File: src/qpn_pkg.sv
// Package for the normalized quaternion product.
// Holds default widths, the lane count and the control struct; no dependencies.
`timescale 1ns / 1ps

package qpn_pkg;

	localparam int COMPONENT_BITS_DEF = 16;
	localparam int FRACTION_BITS_DEF  = 14;
	localparam int LANES              = 4;

	// Control that travels beside the data from the last front stage through every root cell.
	typedef struct packed {
		logic             vld;
		logic             zero;
		logic [LANES-1:0] neg;
	} ctl_t;

endpackage

File: src/qpn_cell.sv
// One root cell: decides bit K of v, the largest v with v^2 * S <= R, for one lane.
// Uses qpn_pkg only for the common style; holds remainder, v*S and v.
`timescale 1ns / 1ps

module qpn_cell import qpn_pkg::*; #(
	parameter int K  = 0,
	parameter int SW = 68,
	parameter int VW = 16,
	parameter int CW = 102,
	parameter int TW = SW + VW
) (
	input  logic          clk,
	input  logic          en,
	input  logic [SW-1:0] sum,
	input  logic [CW-1:0] rem_i,
	input  logic [TW-1:0] t_i,
	input  logic [VW-1:0] v_i,
	output logic [CW-1:0] rem_q,
	output logic [TW-1:0] t_q,
	output logic [VW-1:0] v_q
);

	logic [CW-1:0] cand;
	logic          take;

	// (v + 2^K)^2 S - v^2 S = 2^(K+1) vS + 4^K S
	assign cand = (CW'(t_i) << (K + 1)) + (CW'(sum) << (2 * K));
	assign take = (rem_i >= cand);

	always_ff @(posedge clk) begin
		if (en) begin
			rem_q <= take ? rem_i - cand : rem_i;
			t_q   <= take ? t_i + (TW'(sum) << K) : t_i;
			v_q   <= v_i | (VW'(take) << K);
		end
	end

endmodule

File: config.mk
export PLATFORM = sky130hd
export DESIGN_NAME = qpn_cell
export DESIGN_NICKNAME = d
export VERILOG_FILES = /design/src/qpn_pkg.sv /design/src/qpn_cell.sv
export SDC_FILE = /design/constraint.sdc
export NUM_CORES = 1
export LEC_CHECK = 0
export BUFFER_PORTS_ARGS = -buffer_cell sky130_fd_sc_hd__buf_2
export CAP_MARGIN = 20
export CORE_MARGIN = 2
export CORE_UTILIZATION = 29
export CTS_CLUSTER_DIAMETER = 200
export DETAILED_ROUTE_END_ITERATION = 8
export GPL_ROUTABILITY_DRIVEN = 0
export GPL_TIMING_DRIVEN = 1
export HOLD_SLACK_MARGIN = 0.08
export PLACE_DENSITY_LB_ADDON = 0.08
export SYNTH_ARGS = -nofsm -noshare
export SYNTH_HDL_FRONTEND = slang
export SYNTH_SLANG_ARGS = --single-unit
File: constraint.sdc
create_clock -name clk -period 8.9 [get_ports clk]
set_clock_uncertainty 0.1 [all_clocks]
set_input_delay 0.445 -clock clk [delete_from_list [all_inputs] [get_ports clk]]
set_output_delay 0.445 -clock clk [all_outputs]
set_load 0.01 [all_outputs]
==> impl_metrics.ini, run 1 <==
[status]
status = complete, no violations

[finish]
synthToLayoutAreaGrowth_pct = 23.7
final_util = 0.361
final_common_cell = buf_2
layoutNonFillerInstCount = 4451
final_cell_mix = buf_2 (472), nand2_1 (374), a21oi_1 (307), ha_1 (221), edfxtp_1 (202)
fin_nets = 3870
drive_gt1_frac = 0.168
stdcell_area_um2 = 28400

[die]
die_area_um2 = 81600
fp.dieH_um = 286
core_area_um2 = 78700
io_pins = 474
initial_core_util = 0.292
die_x_um = 286
fp-row-count = 103

[cts]
cts_buffers = 30
root_buffer = clkbuf_16
h-tree-depth = 1
cts_tree = done
clk_path_buf_depth = 3
cts_num_sinks = 202
cts_resized = 0
path_clk_slew_ps = 60

[route]
drtAntennaViolNets = 0
finalWirelength_mm = 98.5
dr_total_vias = 24200
via_per_inst = 5.43
wl_per_cell_um = 22.1
drtIter0Drc = 1847
drc = 0
drt_first_pass_iters = 6

[power_and_ir_drop]
p_clk_frac = 0.220
peakVddDrop_v = 0.000165
swShare = 0.430
fin_total_pwr_mw = 5.14
p_seq_frac = 0.276
combPwrFrac = 0.504
powerDensity_nw_per_um2 = 181
power_switching_mw = 2.21
leakagePower_nw = 11.6
power.internal_mw = 2.93

[logic_synthesis]
ys.flop_type = edfxtp_1
synth_xor_area_frac = 0.0964
synth.net_count = 3372
synth_top_family_by_area = compound AO/OA/AOI/OAI gates
ys_ff_latch = 202
synth.avg_cell_area_um2 = 7.99
yosysUniqueCellTypes = 85
synth_warnings = 0
synth_compound_area_frac = 0.283
synth_area_um2 = 23000
synthCells = 2876
yosys.area_share.adder = 0.123
muxShareOfSynthArea = 0.00343
synthSimpleGateAreaFrac = 0.187
synth_edf_count = 202
ys_seq_area_frac = 0.264
ys_async_sr_fraction = 0

[sta]
post-route-period-util = 0.863
grt_setup_unrepaired = no
tightest_slew_ps = 1190
timing.hold.ws_ps = 107
hold_viol_final = 0
max_slew_margin = 0.201
setup_violations = 0
fmax_ghz = 0.130
slew_violations = 0
period_minus_slack_ps = 7680
fin_ws_ps = 1220
tns_ps = 0

[global_routing]
grt_pass1_vias = 23400
antenna_found_initial = 8
grt_pass1_wl_mm = 146
track_usage = 0.232
grt_overflow = 0
grt_start_max_net_pins = 125

[run]
drv_cap = 0

[placement]
placedCellCount = 4252
dp_slack_ps = 990
place_area_um2 = 26100
place.port_buffers = 473
dpl.hpwl_mm = 81.8

[hold_path]
hold_class = in -> reg
min-delay-start = t_i[63]

[critical_path]
critPathLaunchType = primary input
path_class = in -> reg
crit_fanout = 12
crit_path_start = t_i[0]
required_ps = 9150
critPathCaptureType = flip-flop
arrival_ps = 7930
==> kinds of logic after synthesis <==
logic type | count (synthesis)
AO/OA/AOI/OAI | 1052
XOR/XNOR | 253
adder cells (fa/ha/maj) | 224
buffers and inverters | 238
flip-flops | 202
multiplexers | 7
AND/OR/NAND/NOR | 900
==> power groups by stage <==
stage / Combinational (mW) / Sequential (mW) / Clock, mW
after floorplan: 1.47 / 1.52 / 0
after global placement: 2.52 / 1.44 / 0
after detailed placement: 2.52 / 1.43 / 0
after CTS: 2.59 / 1.42 / 1.18
after global routing: 2.83 / 1.44 / 1.20
final: 2.59 / 1.42 / 1.13
==> synth_stat cells, types with 66 or more instances <==
| cell | count | share of area |
|---|---|---|
| nand2_1 | 374 | 0.061 |
| a21oi_1 | 307 | 0.067 |
| ha_1 | 221 | 0.12 |
| edfxtp_1 | 202 | 0.26 |
| o21ai_0 | 186 | 0.040 |
| nor2_1 | 139 | 0.023 |
| xnor2_1 | 139 | 0.053 |
| a21o_1 | 128 | 0.042 |
| o21ai_1 | 116 | 0.025 |
| xor2_1 | 114 | 0.043 |
| clkbuf_1 | 108 | 0.018 |
| nand4_1 | 106 | 0.029 |
| inv_1 | 76 | 0.012 |
| o21bai_1 | 66 | 0.022 |
==> state kept, by name, indices dropped and copies added (netlist names) <==
name	cells
rem_q	102
t_q	84
v_q	16
==> worst max-delay path, cell delays in order <==
cell	delay [ps]
dlygate4sd3_1	530
buf_2	140
ha_1	200
inv_1	80
fa_1	210
nor2b_1	70
o31a_1	300
o31a_1	280
o311ai_1	600
a21oi_1	170
nor4b_1	580
o31ai_1	340
a31o_2	390
o211ai_1	210
xor2_1	110
ha_1	450
nand4_1	260
nor4_1	470
nand4_1	230
o211ai_1	260
a221o_2	180
o21a_1	510
nand3_1	210
a2111oi_0	560
xor2_1	120
==> area by class of cell <==
cell class,count,area [µm²]
fillers,8373,50300
clock inverters,18,134
flip-flops and latches,202,6070
clock buffers,35,769
repair buffers,628,3930
diodes,6,15.0
well taps,1050,1310
multi-input cells,2436,15900
inverters,76,285
==> layer usage <==
layer / global-route usage / part of all wire / up-vias
met5: 0 / 0.00013 / -
met2: 0.402 / 0.48 / 837
li1: - / - / 11800
met1: 0.308 / 0.44 / 11500
met3: 0.0204 / 0.053 / 99
met4: 0.0592 / 0.025 / 2
==> repair_timing <==
action,4_1_cts,5_1_grt
hold buffers,140,0
hold endpoints to repair,140,0
setup buffers,0,0
==> worst paths after layout <==
path / to / slack, ps / cells after the start
worst min-delay path: t_q[63] / 110 / 3
worst max-delay path: rem_q[96] / 1220 / 25
(Power assumes the default switching activity.)
==> run 2, diff against run 1 <==
--- a/config.mk
+++ b/config.mk
@@ -7,9 +7,12 @@
 export LEC_CHECK = 0
 export BUFFER_PORTS_ARGS = -buffer_cell sky130_fd_sc_hd__buf_2
 export CAP_MARGIN = 20
+export CELL_PAD_IN_SITES_DETAIL_PLACEMENT = 1
+export CELL_PAD_IN_SITES_GLOBAL_PLACEMENT = 2
 export CORE_MARGIN = 2
 export CORE_UTILIZATION = 29
 export CTS_CLUSTER_DIAMETER = 200
+export CTS_CLUSTER_SIZE = 20
 export DETAILED_ROUTE_END_ITERATION = 8
 export GPL_ROUTABILITY_DRIVEN = 0
 export GPL_TIMING_DRIVEN = 1
==> impl_metrics.ini, run 2 (synthesized netlist as in run 1, its figures left out) <==
[status]
status = complete, no violations

[power_and_ir_drop]
powerDensity_nw_per_um2 = 175
combPwrFrac = 0.553
power.internal_mw = 2.55
p_clk_frac = 0.147
peakVddDrop_v = 0.000112
power_switching_mw = 2.16
swShare = 0.458
p_seq_frac = 0.299
leakagePower_nw = 11.0

[global_routing]
grt_pass1_wl_mm = 154
grt_start_max_net_pins = 128
track_usage = 0.244
grt_pass1_vias = 24600
antenna_found_initial = 3
grt_overflow = 0

[critical_path]
required_ps = 9060
critPathCaptureType = flip-flop
path_class = in -> reg
critical-path-max-stage-delay_ps = 540
path_buf_inv = 3
crit_top_cell = nand4_1
critPathLaunchType = primary input
arrival_ps = 7990
crit_fanout = 9
slowest_stage = nor4_1
critical_path.top_delay_family = compound AO/OA/AOI/OAI gates

[route]
via_per_inst = 5.57
finalWirelength_mm = 103
drc = 0
drt_first_pass_iters = 6
drtAntennaViolNets = 0
drtIter0Drc = 1344
wl_per_cell_um = 23.9
dr_total_vias = 24000

[hold_path]
hold_class = in -> reg

[run]
drv_cap = 0

[sta]
tns_ps = 0
fmax_ghz = 0.128
period_minus_slack_ps = 7830
slew_violations = 0
post-route-period-util = 0.880
max_slew_margin = 0.0910
tightest_slew_ps = 1350
setup_violations = 0
grt_setup_unrepaired = no
hold_viol_final = 0

[finish]
final_common_cell = buf_2
regArea_um2 = 6070
drive_gt1_frac = 0.167
final_util = 0.341
top_register = rem_q
multi_input_area_um2 = 15900
synthToLayoutAreaGrowth_pct = 16.9
fin_nets = 3752
final_cell_mix = buf_2 (473), nand2_1 (374), a21oi_1 (307), ha_1 (221), edfxtp_1 (202)
largest_register_ff_count = 102
top_regs = rem_q: 102 flops, t_q: 84 flops, v_q: 16 flops
fillers = 9606

[die]
initial_core_util = 0.292
die_area_um2 = 81600
core_area_um2 = 78700
io_pins = 474
fp-row-count = 103
fp.dieH_um = 286
die_x_um = 286

[cts]
cts_resized = 0
cts_num_sinks = 202
cts_tree = done
path_clk_slew_ps = 90
clk_path_buf_depth = 3
cts_buffers = 14
root_buffer = clkbuf_16
h-tree-depth = 1

[placement]
place.port_buffers = 473
dpl.hpwl_mm = 86.3
## run 2: per-layer routing
metal | vias to the layer above | track usage | wire length (µm)
met5 | - | 0 | 11
met4 | 2 | 0.0641 | 2720
met3 | 116 | 0.0238 | 4050
met2 | 589 | 0.409 | 48200
met1 | 11800 | 0.333 | 48100
li1 | 11500 | - | -
## run 2: final cells by class
type	count	area share
antenna	2	0.000186
clock buffer	14	0.0130
clock inverter	2	0.00135
inverter	76	0.0106
multi-input combinational	2436	0.592
sequential	202	0.226
tap	1050	0.0489
timing repair buffer	526	0.108
## run 2: repair_timing
| action | 4_1_cts | 5_1_grt |
|---|---|---|
| hold buffers | 38 | 0 |
| endpoints found under the hold margin | 38 | 0 |
| setup buffers | 0 | 0 |
| endpoints found under the setup margin | 0 | 0 |
## run 2: path summary, 6_finish.rpt
kind  cells after the start        end      start
min                       3  rem_q[15]  rem_i[15]
max                      26    t_q[81]     t_i[0]
## run 2: through the flow
stage	cell area [µm²]	hold WS [ps]	std cells	total power, mW	setup WS, ps
2_1_floorplan	23000	444	2876	2.99	2890
3_3_place_gp	26100	523	4251	3.99	1230
3_5_place_dp	26100	523	4251	4.01	986
4_1_cts	26900	81.5	4305	4.75	971
5_1_grt	26900	96.7	4308	5.01	553
6_report	26900	107	4308	4.71	1070
## run 2: power groups by stage
stage	Sequential (mW)	Clock (mW)	Combinational, mW
after detailed placement	1.43	0	2.58
after CTS	1.41	0.727	2.60
after global placement	1.43	0	2.56
after global routing	1.43	0.748	2.84
final	1.41	0.694	2.61
after floorplan	1.52	0	1.47
